`config.mk`:
```
export PLATFORM = sky130hd
export DESIGN_NAME = moving_average_invalid_guard_top
export DESIGN_NICKNAME = d
export VERILOG_FILES = /design/src/design/mavg_pkg.sv /design/src/design/mavg_ram.sv /design/src/design/mavg_div.sv /design/src/design/moving_average_invalid_guard_top.sv
export SDC_FILE = /design/constraint.sdc
export NUM_CORES = 1
export LEC_CHECK = 0
export BUFFER_PORTS_ARGS = -buffer_cell sky130_fd_sc_hd__buf_2
export CAP_MARGIN = 10
export CORE_UTILIZATION = 30
export DETAILED_ROUTE_END_ITERATION = 7
export GPL_ROUTABILITY_DRIVEN = 0
export SLEW_MARGIN = 20
export SYNTH_ARGS = -nofsm -noshare
export SYNTH_HDL_FRONTEND = slang
export SYNTH_SLANG_ARGS = --single-unit
```
`constraint.sdc`:
```
create_clock -name clk_i -period 6.1 [get_ports clk_i]
set_input_delay 0 -clock clk_i [delete_from_list [all_inputs] [get_ports clk_i]]
set_output_delay 0 -clock clk_i [all_outputs]
set_load 0.02 [all_outputs]
```
`src/design/mavg_pkg.sv`:
```
// ----------------------------------------------------------------------------
// mavg_pkg
// Shared types and constants for the moving average block with its
// invalid-sample guard.
// ----------------------------------------------------------------------------
`default_nettype none

package mavg_pkg;

  localparam int unsigned SAMPLE_BITS = 32;
  localparam int unsigned WSIZE_W     = 5;
  localparam int unsigned LIMIT_W     = 8;
  localparam int unsigned CFG_IDX_W   = 1;
  localparam int unsigned CFG_DATA_W  = 8;

  localparam logic [CFG_IDX_W-1:0] CFG_WINDOW_SIZE   = 1'd0;
  localparam logic [CFG_IDX_W-1:0] CFG_INVALID_LIMIT = 1'd1;

  localparam logic [WSIZE_W-1:0] WSIZE_RESET = 5'd16;
  localparam logic [LIMIT_W-1:0] LIMIT_RESET = 8'd3;
  localparam logic [LIMIT_W-1:0] RUN_MAX     = 8'd255;

  typedef struct packed {
    logic signed [SAMPLE_BITS-1:0] sample;
    logic                          sample_invalid;
  } in_t;

  typedef struct packed {
    logic signed [SAMPLE_BITS-1:0] out_sample;
    logic                          out_sample_valid;
    logic signed [SAMPLE_BITS-1:0] average;
    logic                          average_valid;
    logic                          window_cleared;
  } out_t;

  typedef enum logic [2:0] {
    S_IDLE,
    S_EVICT_RD,
    S_EVICT_SUB,
    S_PUSH,
    S_DIV_GO,
    S_DIV_WAIT,
    S_FINISH
  } state_e;

endpackage

`default_nettype wire

```
`src/design/mavg_ram.sv`:
```
// ----------------------------------------------------------------------------
// mavg_ram
// Generic single write port, single read port RAM with registered read data.
// ----------------------------------------------------------------------------
`default_nettype none

module mavg_ram #(
  parameter int unsigned WIDTH  = 32,
  parameter int unsigned DEPTH  = 16,
  parameter int unsigned ADDR_W = (DEPTH > 1) ? $clog2(DEPTH) : 1
) (
  input  wire logic              clk_i,
  input  wire logic              we_i,
  input  wire logic [ADDR_W-1:0] waddr_i,
  input  wire logic [WIDTH-1:0]  wdata_i,
  input  wire logic [ADDR_W-1:0] raddr_i,
  output logic      [WIDTH-1:0]  rdata_o
);

  logic [WIDTH-1:0] mem_q [DEPTH];

  always_ff @(posedge clk_i) begin
    if (we_i) begin
      mem_q[waddr_i] <= wdata_i;
    end
    rdata_o <= mem_q[raddr_i];
  end

endmodule

`default_nettype wire

```
`src/design/mavg_div.sv`:
```
// ----------------------------------------------------------------------------
// mavg_div
// Bit-serial restoring divider: signed dividend by unsigned divisor, one
// quotient bit per cycle, quotient truncated toward zero.
// ----------------------------------------------------------------------------
`default_nettype none

module mavg_div #(
  parameter int unsigned DIVIDEND_W = 36,
  parameter int unsigned DIVISOR_W  = 5
) (
  input  wire logic                         clk_i,
  input  wire logic                         rst_ni,
  input  wire logic                         start_i,
  input  wire logic signed [DIVIDEND_W-1:0] dividend_i,
  input  wire logic        [DIVISOR_W-1:0]  divisor_i,
  output logic                              done_o,
  output logic signed      [DIVIDEND_W-1:0] quotient_o
);

  localparam int unsigned CNT_W = $clog2(DIVIDEND_W + 1);

  logic                  busy_q, busy_d;
  logic                  done_q, done_d;
  logic [CNT_W-1:0]      cnt_q, cnt_d;
  logic [DIVIDEND_W-1:0] quo_q, quo_d;
  logic [DIVISOR_W-1:0]  rem_q, rem_d;
  logic [DIVISOR_W-1:0]  div_q, div_d;
  logic                  neg_q, neg_d;
  logic [DIVISOR_W:0]    trial;
  logic                  fits;

  assign trial = {rem_q, quo_q[DIVIDEND_W-1]};
  assign fits  = trial >= {1'b0, div_q};

  always_comb begin
    busy_d = busy_q;
    done_d = 1'b0;
    cnt_d  = cnt_q;
    quo_d  = quo_q;
    rem_d  = rem_q;
    div_d  = div_q;
    neg_d  = neg_q;
    if (start_i) begin
      busy_d = 1'b1;
      cnt_d  = CNT_W'(DIVIDEND_W);
      quo_d  = dividend_i[DIVIDEND_W-1] ? DIVIDEND_W'(-dividend_i) : DIVIDEND_W'(dividend_i);
      rem_d  = '0;
      div_d  = divisor_i;
      neg_d  = dividend_i[DIVIDEND_W-1];
    end else if (busy_q) begin
      quo_d = {quo_q[DIVIDEND_W-2:0], fits};
      rem_d = fits ? DIVISOR_W'(trial - {1'b0, div_q}) : DIVISOR_W'(trial);
      cnt_d = cnt_q - CNT_W'(1);
      if (cnt_q == CNT_W'(1)) begin
        busy_d = 1'b0;
        done_d = 1'b1;
      end
    end
  end

  always_ff @(posedge clk_i or negedge rst_ni) begin
    if (!rst_ni) begin
      busy_q <= 1'b0;
      done_q <= 1'b0;
      cnt_q  <= '0;
    end else begin
      busy_q <= busy_d;
      done_q <= done_d;
      cnt_q  <= cnt_d;
    end
  end

  always_ff @(posedge clk_i) begin
    quo_q <= quo_d;
    rem_q <= rem_d;
    div_q <= div_d;
    neg_q <= neg_d;
  end

  assign done_o     = done_q;
  assign quotient_o = neg_q ? DIVIDEND_W'(-quo_q) : DIVIDEND_W'(quo_q);

  a_done_idle: assert property (@(posedge clk_i) disable iff (!rst_ni)
    done_q |-> !busy_q) else $error("divider done while busy");

  a_busy_cnt: assert property (@(posedge clk_i) disable iff (!rst_ni)
    busy_q |-> cnt_q != '0) else $error("divider busy with zero count");

  a_rem_range: assert property (@(posedge clk_i) disable iff (!rst_ni)
    busy_q && $past(busy_q) |-> rem_q < div_q) else $error("remainder not below divisor");

endmodule

`default_nettype wire

```
`src/design/moving_average_invalid_guard_top.sv`:
```
// ----------------------------------------------------------------------------
// moving_average_invalid_guard_top
// Sliding-window mean of Q16.16 sensor samples with an invalid-sample guard.
// ----------------------------------------------------------------------------
// Input channel (in_valid_i/in_ready_o/in_data_i) takes one sample per
// transaction; output channel (out_valid_o/out_ready_i/out_data_o) returns
// exactly one result per input transaction, in order.
// A valid sample passes through eviction (a RAM read and a subtract for each
// entry evicted, usually one), the push into the window and the bit-serial
// divider of the running sum by the fill count. in_ready_o is high only
// while the sequencer is idle.
// A finished result sits in the output register while the next sample is
// taken in; if the receiver still stalls when that one is done, the
// sequencer holds it until the register frees.
// Configuration writes (cfg_we_i, cfg_idx_i, cfg_data_i) take effect at once.
// The user must make them only while the block is idle; it is not enforced.
// Reset empties the window, clears the invalid run and marks the average
// invalid; window size 16 and invalid limit 3. The window RAM needs no
// clearing pass.
// ----------------------------------------------------------------------------
`default_nettype none

module moving_average_invalid_guard_top #(
  parameter int unsigned WINDOW_MAX = 16
) (
  input  wire logic                            clk_i,
  input  wire logic                            rst_ni,
  input  wire logic                            in_valid_i,
  output logic                                 in_ready_o,
  input  wire mavg_pkg::in_t                   in_data_i,
  output logic                                 out_valid_o,
  input  wire logic                            out_ready_i,
  output mavg_pkg::out_t                       out_data_o,
  input  wire logic                            cfg_we_i,
  input  wire logic [mavg_pkg::CFG_IDX_W-1:0]  cfg_idx_i,
  input  wire logic [mavg_pkg::CFG_DATA_W-1:0] cfg_data_i
);

  import mavg_pkg::*;

  localparam int unsigned CNT_W = $clog2(WINDOW_MAX + 1);
  localparam int unsigned PTR_W = (WINDOW_MAX > 1) ? $clog2(WINDOW_MAX) : 1;
  localparam int unsigned SUM_W = SAMPLE_BITS + $clog2(WINDOW_MAX);

  state_e                   state_q, state_d;
  logic [WSIZE_W-1:0]       wsize_q;
  logic [LIMIT_W-1:0]       limit_q;
  logic [CNT_W-1:0]         fill_q, fill_d;
  logic [PTR_W-1:0]         ptr_q, ptr_d;
  logic signed [SUM_W-1:0]  sum_q, sum_d;
  logic [LIMIT_W-1:0]       run_q, run_d;
  logic signed [SAMPLE_BITS-1:0] mean_q, mean_d;
  logic                     mean_valid_q, mean_valid_d;
  logic                     out_valid_q, out_valid_d;
  logic signed [SAMPLE_BITS-1:0] smp_q, smp_d;
  out_t                     res_q, res_d;
  out_t                     out_q, out_d;

  logic [CNT_W-1:0]         size_eff;
  logic [LIMIT_W-1:0]       run_inc;
  logic [CNT_W:0]           waddr_sum;
  logic [PTR_W-1:0]         waddr;
  logic                     ram_we;
  logic [SAMPLE_BITS-1:0]   ram_rdata;
  logic signed [SAMPLE_BITS-1:0] old_smp;
  logic                     div_start;
  logic                     div_done;
  logic signed [SUM_W-1:0]  div_quo;

  always_comb begin
    if (wsize_q == '0) begin
      size_eff = CNT_W'(1);
    end else if (32'(wsize_q) > 32'(WINDOW_MAX)) begin
      size_eff = CNT_W'(WINDOW_MAX);
    end else begin
      size_eff = CNT_W'(wsize_q);
    end
  end

  assign run_inc   = (run_q < RUN_MAX) ? run_q + LIMIT_W'(1) : run_q;
  assign waddr_sum = (CNT_W + 1)'(ptr_q) + (CNT_W + 1)'(fill_q);
  assign waddr     = (32'(waddr_sum) >= 32'(WINDOW_MAX))
                   ? PTR_W'(waddr_sum - (CNT_W + 1)'(WINDOW_MAX)) : PTR_W'(waddr_sum);
  assign old_smp   = signed'(ram_rdata);

  always_comb begin
    state_d      = state_q;
    fill_d       = fill_q;
    ptr_d        = ptr_q;
    sum_d        = sum_q;
    run_d        = run_q;
    mean_d       = mean_q;
    mean_valid_d = mean_valid_q;
    out_valid_d  = out_valid_q;
    smp_d        = smp_q;
    res_d        = res_q;
    out_d        = out_q;
    in_ready_o   = 1'b0;
    ram_we       = 1'b0;
    div_start    = 1'b0;

    if (out_valid_q && out_ready_i) begin
      out_valid_d = 1'b0;
    end

    unique case (state_q)
      S_IDLE: begin
        in_ready_o = 1'b1;
        if (in_valid_i) begin
          smp_d = in_data_i.sample;
          if (!in_data_i.sample_invalid) begin
            run_d   = '0;
            state_d = S_EVICT_RD;
          end else if (run_inc < limit_q) begin
            run_d                  = run_inc;
            res_d.out_sample       = mean_q;
            res_d.out_sample_valid = mean_valid_q;
            res_d.average          = mean_valid_q ? mean_q : '0;
            res_d.average_valid    = mean_valid_q;
            res_d.window_cleared   = 1'b0;
            state_d                = S_FINISH;
          end else begin
            run_d                  = '0;
            fill_d                 = '0;
            ptr_d                  = '0;
            sum_d                  = '0;
            mean_d                 = '0;
            mean_valid_d           = 1'b0;
            res_d.out_sample       = in_data_i.sample;
            res_d.out_sample_valid = 1'b0;
            res_d.average          = '0;
            res_d.average_valid    = 1'b0;
            res_d.window_cleared   = 1'b1;
            state_d                = S_FINISH;
          end
        end
      end
      S_EVICT_RD: begin
        if (fill_q >= size_eff && fill_q != '0) begin
          state_d = S_EVICT_SUB;
        end else begin
          state_d = S_PUSH;
        end
      end
      S_EVICT_SUB: begin
        sum_d   = sum_q - SUM_W'(old_smp);
        ptr_d   = (32'(ptr_q) == WINDOW_MAX - 1) ? '0 : ptr_q + PTR_W'(1);
        fill_d  = fill_q - CNT_W'(1);
        state_d = S_EVICT_RD;
      end
      S_PUSH: begin
        ram_we  = 1'b1;
        sum_d   = sum_q + SUM_W'(smp_q);
        fill_d  = fill_q + CNT_W'(1);
        state_d = S_DIV_GO;
      end
      S_DIV_GO: begin
        div_start = 1'b1;
        state_d   = S_DIV_WAIT;
      end
      S_DIV_WAIT: begin
        if (div_done) begin
          mean_d                 = div_quo[SAMPLE_BITS-1:0];
          mean_valid_d           = 1'b1;
          res_d.out_sample       = smp_q;
          res_d.out_sample_valid = 1'b1;
          res_d.average          = div_quo[SAMPLE_BITS-1:0];
          res_d.average_valid    = 1'b1;
          res_d.window_cleared   = 1'b0;
          state_d                = S_FINISH;
        end
      end
      S_FINISH: begin
        if (!out_valid_q || out_ready_i) begin
          out_d       = res_q;
          out_valid_d = 1'b1;
          state_d     = S_IDLE;
        end
      end
      default: state_d = S_IDLE;
    endcase
  end

  always_ff @(posedge clk_i or negedge rst_ni) begin
    if (!rst_ni) begin
      state_q <= S_IDLE;
    end else begin
      state_q <= state_d;
    end
  end

  always_ff @(posedge clk_i or negedge rst_ni) begin
    if (!rst_ni) begin
      wsize_q      <= WSIZE_RESET;
      limit_q      <= LIMIT_RESET;
      fill_q       <= '0;
      ptr_q        <= '0;
      sum_q        <= '0;
      run_q        <= '0;
      mean_q       <= '0;
      mean_valid_q <= 1'b0;
      out_valid_q  <= 1'b0;
    end else begin
      fill_q       <= fill_d;
      ptr_q        <= ptr_d;
      sum_q        <= sum_d;
      run_q        <= run_d;
      mean_q       <= mean_d;
      mean_valid_q <= mean_valid_d;
      out_valid_q  <= out_valid_d;
      if (cfg_we_i) begin
        unique case (cfg_idx_i)
          CFG_WINDOW_SIZE:   wsize_q <= cfg_data_i[WSIZE_W-1:0];
          CFG_INVALID_LIMIT: limit_q <= cfg_data_i[LIMIT_W-1:0];
          default: ;
        endcase
      end
    end
  end

  always_ff @(posedge clk_i) begin
    smp_q <= smp_d;
    res_q <= res_d;
    out_q <= out_d;
  end

  mavg_ram #(
    .WIDTH (SAMPLE_BITS),
    .DEPTH (WINDOW_MAX)
  ) u_ram (
    .clk_i   (clk_i),
    .we_i    (ram_we),
    .waddr_i (waddr),
    .wdata_i (smp_q),
    .raddr_i (ptr_q),
    .rdata_o (ram_rdata)
  );

  mavg_div #(
    .DIVIDEND_W (SUM_W),
    .DIVISOR_W  (CNT_W)
  ) u_div (
    .clk_i      (clk_i),
    .rst_ni     (rst_ni),
    .start_i    (div_start),
    .dividend_i (sum_q),
    .divisor_i  (fill_q),
    .done_o     (div_done),
    .quotient_o (div_quo)
  );

  assign out_valid_o = out_valid_q;
  assign out_data_o  = out_q;

  a_fill_max: assert property (@(posedge clk_i) disable iff (!rst_ni)
    32'(fill_q) <= 32'(WINDOW_MAX)) else $error("fill count beyond window");

  a_empty_sum: assert property (@(posedge clk_i) disable iff (!rst_ni)
    fill_q == '0 |-> sum_q == '0) else $error("empty window with nonzero sum");

  a_mean_inval: assert property (@(posedge clk_i) disable iff (!rst_ni)
    !mean_valid_q |-> mean_q == '0) else $error("invalid mean not zero");

  a_div_fill: assert property (@(posedge clk_i) disable iff (!rst_ni)
    state_q == S_DIV_WAIT |-> fill_q != '0) else $error("division by empty window");

endmodule

`default_nettype wire
```
; Yosys cells after proc, flatten, opt, wreduce, memory -nomap -nowiden
; Memories as Yosys holds them, arrays and structs flattened. A register that Yosys moved wholly into a read port is not among the register bits.
; Index checks and enable logic that the tools add are counted.
[totals]
reg_bits = 324
ram_bits = 512
input_bits = 47
out_inout_bits = 69
wordCells = 143
memories = 1
[op_classes]
n_addsub = 12
order_cmp = 6
n_eq_ne = 13
mux = 62
bitwise_logic = 1
reduce_logical = 20
[memory_table]
columns = memory, depth, word_bits, read_ports, rd_clocked_by_memory_dff, write_ports, line_no
row1 = u_ram.mem_q, 16, 32, 1, 1, 1, mavg_ram.sv:20  ; logic [WIDTH-1:0] mem_q [DEPTH];
[ops]
columns = operator, n
row1 = $mux W67, 4
row2 = $mux W36, 6
row3 = $mux W32, 6
row4 = $pmux W67 S2, 1
row5 = $pmux W36 S3, 1
row6 = $pmux W32 S2, 1
row7 = $add A36 B32 Y36, 1
row8 = $neg A36 Y36, 1
row9 = $sub A36 B32 Y36, 1
row10 = $neg A32 Y32, 1
row11 = $mux W5, 6
row12 = $mux W8, 3
row13 = $pmux W3 S7, 1
row14 = $mux W4, 5
row15 = $mux W1, 19
row16 = $pmux W5 S3, 1
row17 = $mux W3, 4
row18 = $mux W6, 2
row19 = $reduce_and A4 Y1, 3
row20 = $eq A3 B3 Y1 const B, 3
row21 = $add A8 B1 Y8 const B, 1
row22 = $lt A8 B8 Y1, 1
row23 = $lt A8 B8 Y1 const B, 1
row24 = $ne A2 B2 Y1 const B, 4
row25 = 30 further kinds, 37

; Longest topological paths before layout
; Gate-level depths: netlist of run 1.
[depth]
ltp_word = 7
ltp_mapped = 21
depth_no_buf = 21

; Hierarchy
; Synthesis of run 1 repeated with hierarchy kept, for this count alone.
[hier_totals]
hier_cells = 2414
hier_area_um2 = 37065.5
[modules_own_cells]
columns = mod, n_inst, cells_per_inst, area_per_inst_um2, seq_area_each_um2
row1 = mavg_ram, 1, 838, 19854.0, 16015.4
row2 = moving_average_invalid_guard_top, 1, 1134, 13131.3, 7505.9
row3 = mavg_div, 1, 442, 4080.2, 1561.5

; Least setup slack after synthesis of run 1
; Ideal clock, no wire load.
[synth_path]
path_type = register -> register
startpoint = reg state_q[0]
endpoint = reg out_q (netlist bit out_data_o[0]), enable pin
setup_time_ps = 497
arrival_ps = 3863
required_ps = 5603
path_slack_ps = 1740
stages_incl_launch_ff = 5
n_path_buf = 2
period_less_slack_ps = 4360
cell_sequence = dfrtp_1 -> clkbuf_1 -> clkbuf_1 -> nand3b_1 -> nor2b_1
[synth_between]
elab_chain_len = 2
[synth_lines]
columns = item, line_no
row1 = "start, declared", moving_average_invalid_guard_top.sv:45  ; state_e state_q, state_d;
row2 = "start signal, assigned", moving_average_invalid_guard_top.sv:188  ; state_q <= state_d;
row3 = $eq A3 B3 Y1, moving_average_invalid_guard_top.sv:106  ; unique case (state_q)
row4 = $reduce_and A2 Y1 (no source line), -
row5 = "end signal, assigned", moving_average_invalid_guard_top.sv:224  ; out_q <= out_d;
row6 = "end, declared", moving_average_invalid_guard_top.sv:57  ; out_t out_q, out_d;
; No other way between the ends.
; A chain may end at the register's enable or synchronous reset.

; Worst setup path in the final report of run 1
[layout_path]
startpoint = reg state_q[1]
endpoint = reg sum_q[34]
[layout_between]
elab_chain_len = 3
word_cells_on_any_way = 9
cone_classes = eq/ne (5) / mux (1) / reduce/logical (3)
[layout_lines]
columns = item, line_no
row1 = $eq A3 B2 Y1 or $logic_not A3 Y1 (tied branches), moving_average_invalid_guard_top.sv:106
row2 = $reduce_bool A3 Y1 (no source line) or $ne A2 B2 Y1 (tied branches), -
row3 = $reduce_and A4 Y1 (no source line), -
row4 = "end signal, assigned", moving_average_invalid_guard_top.sv:206  ; sum_q <= sum_d;
row5 = "end, declared", moving_average_invalid_guard_top.sv:50  ; logic signed [SUM_W-1:0] sum_q, sum_d;
; Several ways; a longest one is shown, not always the timed one.

==> results of run 1 <==
worst register-to-register path: cells and delay by family, from the launching register on:
kind	cells	cell delay, ps
AO/OA/AOI/OAI	9	2130
AND/OR/NAND/NOR	4	1050
buffers and inverters	2	710
adder cells (fa/ha/maj)	2	660
flip-flops	1	550
synthesized netlist by cell type, types with 40 or more instances:
cell type	count	area, um2
inv_1	40	150
dfrtp_1	108	2700
mux4_2	64	1440
nor2_1	125	469
ha_1	66	826
xnor2_1	41	359
clkbuf_1	85	319
o21ai_0	208	1040
edfxtp_1	718	21600
mux2i_1	144	1440
nand2_1	352	1320
xor2_1	94	823
a21o_1	45	338
a21oi_1	123	616
logic make-up (layout without fill, tap and decap cells):
family	after synthesis	after routing	synth area share
flops	866	866	0.677
simple gates	619	619	0.0723
compound gates	540	540	0.0889
mux	245	245	0.0890
buf+inv	159	414	0.0165
xor+xnor	135	135	0.0319
fa+ha+maj	70	70	0.0244
other cells	0	4	0
registers in the layout, summed over array words and instances (netlist names), 3 cells and up:
| register | cells |
|---|---|
| smp_q | 32 |
| u_div.quo_q | 36 |
| out_data_o | 66 |
| u_ram.rdata_o | 32 |
| u_div.rem_q | 5 |
| u_div.cnt_q | 6 |
| sum_q | 36 |
| limit_q | 8 |
| run_q | 8 |
| wsize_q | 5 |
| u_div.div_q | 5 |
| res_q | 66 |
| fill_q | 5 |
| mean_q | 32 |
| u_ram.mem_q | 512 |
| ptr_q | 4 |
| state_q | 3 |
power groups by stage:
stage          Clock, mW  Combinational [mW]  Sequential, mW
2_1_floorplan          0                5.14            8.39
3_3_place_gp           0                6.77            8.80
3_5_place_dp           0                6.80            8.83
4_1_cts             5.51                6.88            8.71
5_1_grt             5.72                7.64            8.84
6_report            5.41                6.84            8.70
metal layers:
metal	up-vias	global-route usage
met5	-	0
met3	114	0.0212
met1	11087	0.199
met2	555	0.229
met4	4	0.0434
li1	10307	-
through the flow:
stage | power (mW) | cells | cell area (um2) | utilization
after floorplan | 13.5 | 2634 | 37100 | -
after global placement | 15.6 | 4303 | 39800 | 0.325
after detailed placement | 15.6 | 4303 | 39800 | 0.325
after CTS | 21.1 | 4514 | 43200 | 0.353
after global routing | 22.2 | 4517 | 43200 | 0.353
final | 21.0 | 4518 | 43200 | 0.353
how the worst min path moves through the flow:
| stage | start | endpoint | slack, ps | cells past startpoint |
|---|---|---|---|---|
| 2_1_floorplan | rst_ni | fill_q[0]$_DFFE_PN0P_ | -300 | 0 |
| 3_3_place_gp | rst_ni | run_q[1]$_DFFE_PN0P_ | 180 | 1 |
| 3_5_place_dp | rst_ni | run_q[1]$_DFFE_PN0P_ | 170 | 1 |
| 4_1_cts | in_data_i[3] | smp_q[2]$_DFFE_PP_ | 20 | 2 |
| 5_1_grt | in_data_i[3] | smp_q[2]$_DFFE_PP_ | 50 | 2 |
| 6_report | rst_ni | run_q[1]$_DFFE_PN0P_ | -9 | 2 |
area by class of cell:
| cell class | instances | area, um2 | share of cell area |
|---|---|---|---|
| Sequential cell | 866 | 25100 | 0.581 |
| Multi-Input combinational cell | 1609 | 11500 | 0.267 |
| Clock buffer | 109 | 2280 | 0.0527 |
| Tap cell | 1625 | 2030 | 0.0471 |
| Timing Repair Buffer | 217 | 1490 | 0.0345 |
| Clock inverter | 48 | 609 | 0.0141 |
| Inverter | 40 | 150 | 0.00348 |
| Antenna cell | 4 | 10.0 | 0.000232 |
timing repair:
action / 4_1_cts / 5_1_grt
endpoints found under the hold margin: 153 / 0
buffers inserted: 0 / 0
resized for setup: 0 / 0
hold buffers: 54 / 0
==> impl_metrics.py, run 1 <==
metrics = {
    "setup_path": {
        "r2r_end": "sum_q[34]$_DFFE_PN0P_",
        "crit_fanout": 24,
        "worstSetupEndpointType": "flop",
        "rr_startpoint": "state_q[1]$_DFFE_PN0P_",
        "crit_type": "reg2reg",
        "cp_num_cells": 17,
        "rrSetupSlack_ps": 940,
        "cpMaxStageDelayCell": "dfrtp_1",
        "r2r_cells": 17,
        "path_delay_family": "compound AO/OA/AOI/OAI gates",
        "path_cells": "inv_1 -> nor2_1 -> nand2_2 -> inv_1 -> o21ai_0 -> ha_1 -> fa_1 -> a21o_1 -> a21o_1 -> a211oi_1 -> o21ai_1 -> a211o_1 -> a21oi_1 -> o21ai_1 -> a21oi_1 -> or4b_1 -> nand3_1",
        "start_kind": "flop",
        "crit_end": "sum_q[34]$_DFFE_PN0P_",
        "cp.arrival_ps": 5740,
        "critPathBufInv": 2,
        "crit_start": "state_q[1]$_DFFE_PN0P_",
        "crit_required_ps": 6680,
        "cpPeakStageDelay_ps": 550,
    },
    "power_and_ir_drop": {
        "combPwrFrac": 0.326,
        "power_density_nw_per_um2": 485,
        "power_switching_mw": 7.41,
        "switching_share": 0.354,
        "peakVddDrop_v": 0.000237,
        "leakage_nw": 15.8,
        "pwr-share-seq": 0.415,
        "clkPwrFrac": 0.258,
        "internal-power_mw": 13.5,
    },
    "yosys": {
        "avgSynthCellArea_um2": 14.1,
        "synthDistinctLibCells": 67,
        "yosysWarnings": 0,
        "yosysSeqAreaShare": 0.677,
        "ys.flop_type": "edfxtp_1",
        "syn-num-nets": 2751,
        "synth_seq_cells": 866,
        "synth_area_um2": 37100,
        "synthArstFlopShare": 0.128,
        "synth_edf_count": 718,
        "syn_inst": 2634,
    },
    "placed_design": {
        "dp_slack_ps": 965,
        "place_hpwl_um": 57700,
        "portBuffers": 115,
    },
    "sta": {
        "tightest_slew_ps": 1120,
        "hold_violations": 9,
        "finalSetupViolations": 0,
        "setup_ws_ps": 939,
        "slew_violations": 0,
        "fin_skew_ps": 37.8,
        "min_period_ps": 5160,
        "relSlewSlack": 0.251,
        "fin_hold_ws_ps": -8.89,
        "fin_tns_setup_ps": 0,
        "fin_crit_sh": 0.846,
        "max_clock_freq_ghz": 0.194,
        "rsz0062_at_grt": "false",
    },
    "global_routing": {
        "grt_first_pass_wirelength_um": 136000,
        "grt_max_degree": 87,
        "antenna_found_initial": 5,
        "grt_use_total": 0.143,
        "grt_overflow_total": 0,
        "grt_pass1_vias": 21611,
    },
    "floorplanning": {
        "fp.coreArea_um2": 122000,
        "die_h_um": 353,
        "fp.dieW_um": 353,
        "initial_core_util": 0.303,
        "dieArea_um2": 125000,
        "ios": 116,
        "rows": 128,
    },
    "min_path": {
        "hp-class": "in2async",
    },
    "detailed_routing": {
        "met1_length_um": 41400,
        "dr_wl_met3_um": 4360,
        "drt_wl_total_um": 90200,
        "viasPerCell": 4.88,
        "antenna_left": 0,
        "vias": 22067,
        "wl_met2_um": 42300,
        "dr.pass1.iters": 5,
        "drt_iter0_drc": 1938,
        "drc": 0,
        "route.detailed.wl_per_inst_um": 20.0,
        "routed.top_layer": "met5",
    },
    "clocking": {
        "path_clk_slew_ps": 60,
        "cts_tree": "yes",
        "cts_root_buf": "clkbuf_16",
        "clk_path_buf_depth": 3,
        "h-tree-depth": 3,
        "cts_made_buffers": 84,
        "insertion_delay_ps": 670,
        "clkSinkCount": 866,
    },
    "final_layout": {
        "fillers": 11610,
        "mostFrequentLayoutCells": "718 x edfxtp_1, 350 x nand2_1, 208 x o21ai_0",
        "final_nets": 2935,
        "area_delta_synth_final_pct": 16.6,
        "final_common_cell": "edfxtp_1",
        "drive_gt1_frac": 0.152,
    },
    "status": {
        "failed_checks": "hold timing",
        "outcome": "finished with violations",
    },
    "flow_run": {
        "drv_cap": 0,
    },
}
No activity file was read; power rests on OpenSTA's default activity.
==> run 2: changes to the inputs <==
--- a/config.mk
+++ b/config.mk
@@ -5,6 +5,7 @@
 export SDC_FILE = /design/constraint.sdc
 export NUM_CORES = 1
 export LEC_CHECK = 0
+export ABC_AREA = 1
 export BUFFER_PORTS_ARGS = -buffer_cell sky130_fd_sc_hd__buf_2
 export CAP_MARGIN = 10
 export CORE_UTILIZATION = 30
==> constraint.sdc (replaced) <==
create_clock -name clk_i -period 4.2 [get_ports clk_i]
set_input_delay 0 -clock clk_i [delete_from_list [all_inputs] [get_ports clk_i]]
set_output_delay 0 -clock clk_i [all_outputs]
set_load 0.02 [all_outputs]
==> impl_metrics.py, run 2 <==
metrics = {
    "sta": {
        "relSlewSlack": 0.244,
        "max_clock_freq_ghz": 0.269,
        "hold_violations": 0,
        "finalSetupViolations": 0,
        "rsz0062_at_grt": "false",
        "tightest_slew_ps": 1130,
        "fin_tns_setup_ps": 0,
        "min_period_ps": 3720,
        "fin_skew_ps": 47.2,
        "slew_violations": 0,
        "fin_crit_sh": 0.885,
        "setup_ws_ps": 481,
    },
    "yosys": {
        "synth-xor-area-share": 0.0128,
        "yosysSeqAreaShare": 0.644,
        "synth_area_um2": 38900,
        "synthArstFlopShare": 0.128,
        "synth_compound_gate_area_share": 0.113,
        "synthSimpleGateAreaFrac": 0.164,
        "synth_mux_area_frac": 0,
        "synthDistinctLibCells": 50,
        "synth_top_family_by_area": "simple AND/OR/NAND/NOR gates",
        "synth_adder_area_share": 0.0233,
        "yosysWarnings": 0,
        "synth_area_leaders": "edfxtp_1 55%, nand2_1 8.0%, dfrtp_1 6.9%",
        "synth_top_area_frac": 0.554,
        "synth.most_common_cell": "nand2_1",
        "synth_edf_count": 718,
        "synth_commonest_cells": "832 x nand2_1, 718 x edfxtp_1, 363 x nor2_1",
        "yosysTopAreaCell": "edfxtp_1",
        "syn-num-nets": 3817,
        "synth_seq_cells": 866,
        "avgSynthCellArea_um2": 10.5,
        "syn_inst": 3700,
        "ys.flop_type": "edfxtp_1",
    },
    "floorplanning": {
        "fp.dieW_um": 362,
        "die_h_um": 362,
        "fp.coreArea_um2": 128000,
        "rows": 131,
        "ios": 116,
        "dieArea_um2": 131000,
        "initial_core_util": 0.304,
    },
    "detailed_routing": {
        "drt_iter0_drc": 3216,
        "drt_wl_total_um": 113000,
        "drc": 0,
        "antenna_left": 0,
        "viasPerCell": 5.04,
        "dr.pass1.iters": 6,
        "vias": 28617,
        "route.detailed.wl_per_inst_um": 19.9,
    },
    "setup_path": {
        "rrSetupSlack_ps": 480,
        "crit_type": "reg2reg",
        "worstSetupEndpointType": "flop",
        "r2r_end": "sum_q[30]$_DFFE_PN0P_",
        "crit_required_ps": 4710,
        "cp.arrival_ps": 4230,
        "crit_fanout": 4,
        "rr_startpoint": "u_ram.rdata_o[0]$_DFF_P_",
        "r2r_cells": 20,
        "start_kind": "flop",
    },
    "final_layout": {
        "final_common_cell": "nand2_1",
        "mostFrequentLayoutCells": "831 x nand2_1, 718 x edfxtp_1, 341 x nor2_1",
        "antenna_cells": 0,
        "top_register": "u_ram.mem_q",
        "drive_gt1_frac": 0.107,
        "largest_reg_flops": 512,
        "area_delta_synth_final_pct": 16.8,
        "final_nets": 3992,
    },
    "placed_design": {
        "portBuffers": 115,
        "dp_slack_ps": 654,
        "place_hpwl_um": 71000,
    },
    "min_path": {
        "hp-class": "in2reg",
        "hold_depth": 2,
        "hold_end": "smp_q[21]$_DFFE_PP_",
        "min_from": "in_data_i[22]",
    },
    "global_routing": {
        "grt_use_total": 0.169,
        "grt_max_degree": 210,
        "grt_pass1_vias": 26949,
        "antenna_found_initial": 0,
        "grt_overflow_total": 0,
        "grt_first_pass_wirelength_um": 169000,
    },
    "power_and_ir_drop": {
        "leakage_nw": 17.2,
        "power_density_nw_per_um2": 761,
        "peakVddDrop_v": 0.000502,
    },
    "clocking": {
        "cts_made_buffers": 91,
        "cts_setup_buffers": 0,
        "cts_tree": "yes",
        "h-tree-depth": 3,
        "clk_path_buf_depth": 3,
        "insertion_delay_ps": 660,
        "cts_root_buf": "clkbuf_16",
        "clkSinkCount": 866,
        "path_clk_slew_ps": 60,
    },
    "status": {
        "outcome": "complete, no violations",
    },
    "flow_run": {
        "drv_cap": 0,
    },
}
==> run 2: changes by cell type in the layout (fill, tap and decap cells not counted), moves of 118 or more <==
cell and change:
nand3_1 +174, inv_1 +209, o21ai_0 +118, nor2_1 +233, nand2_1 +481, mux2i_1 -144
==> run 2: layout make-up <==
| type | instances | area, um2 |
|---|---|---|
| clock buffers | 119 | 2490 |
| well taps | 1729 | 2160 |
| repair buffers | 245 | 1900 |
| clock inverters | 49 | 517 |
| inverters | 257 | 970 |
| flip-flops and latches | 866 | 25100 |
| fillers | 12670 | 82700 |
| multi-input cells | 2414 | 12400 |
==> run 2: worst max-delay path, stage by stage, from the launching register on <==
cell and delay (ps):
dfxtp_1 330, inv_1 80, ha_1 180, nand2_1 90, nor2_1 170, inv_1 90
nor2_1 230, nand2_1 120, nor2_1 200, xor2_1 190, a21oi_1 140, ha_1 360
nand2_1 90, nor2_1 180, nand2_1 60, o21ai_0 580, nand4_1 210, nand2_1 110
nand2_1 50, nand3_1 60, nand2_1 60
==> run 2: per-layer routing <==
layer	GRT usage	wire length, um	up-vias
met5	0	0	-
met1	0.239	50100	14051
met4	0.0448	2900	0
met3	0.0262	8100	192
met2	0.268	52200	1025
li1	-	-	13349
==> run 2: worst max path at each step <==
stage	start	end	depth (start not counted)
floorplan	state_q[2]$_DFFE_PN0P_	out_data_o[0]$_DFFE_PP_	4
detailed placement	u_ram.rdata_o[0]$_DFF_P_	sum_q[31]$_DFFE_PN0P_	20
CTS	u_ram.rdata_o[0]$_DFF_P_	sum_q[30]$_DFFE_PN0P_	20
global route	u_ram.rdata_o[0]$_DFF_P_	sum_q[35]$_DFFE_PN0P_	20
finish	u_ram.rdata_o[0]$_DFF_P_	sum_q[30]$_DFFE_PN0P_	20
global placement	u_ram.rdata_o[0]$_DFF_P_	sum_q[35]$_DFFE_PN0P_	17
==> run 2: where the power goes <==
part	total, mW	switching (mW)	internal [mW]
sequential	13.0	1.56	11.4
combinational	13.6	9.49	4.09
clock	8.09	3.35	4.74
==> run 2: timing repair <==
| item | in CTS | in global routing |
|---|---|---|
| hold buffers | 58 | 0 |
| endpoints found under the hold margin | 206 | 0 |
| gates resized for setup | 0 | 0 |
==> run 2: cells by family (layout without fill, tap and decap cells) <==
family                     count (synthesis)  count (layout)
buffers and inverters                    420             670
AOI/OAI and AO/OA                        748             748
and+or+nand+nor                         1539            1539
DFF                                      866             866
adders and majority gates                 70              70
xor gates and xnor gates                  57              57
==> run 2: per-stage QoR <==
step	hold slack, ps	instances	cell area (um2)	util	power, mW
after floorplan	-296	3700	38900	-	21.6
after global placement	-16.8	5453	41900	0.327	26.2
after detailed placement	-20.8	5453	41900	0.327	26.4
after CTS	28.4	5679	45500	0.355	34.6
after global routing	33.8	5679	45500	0.355	36.7
final	70.3	5679	45500	0.355	34.6
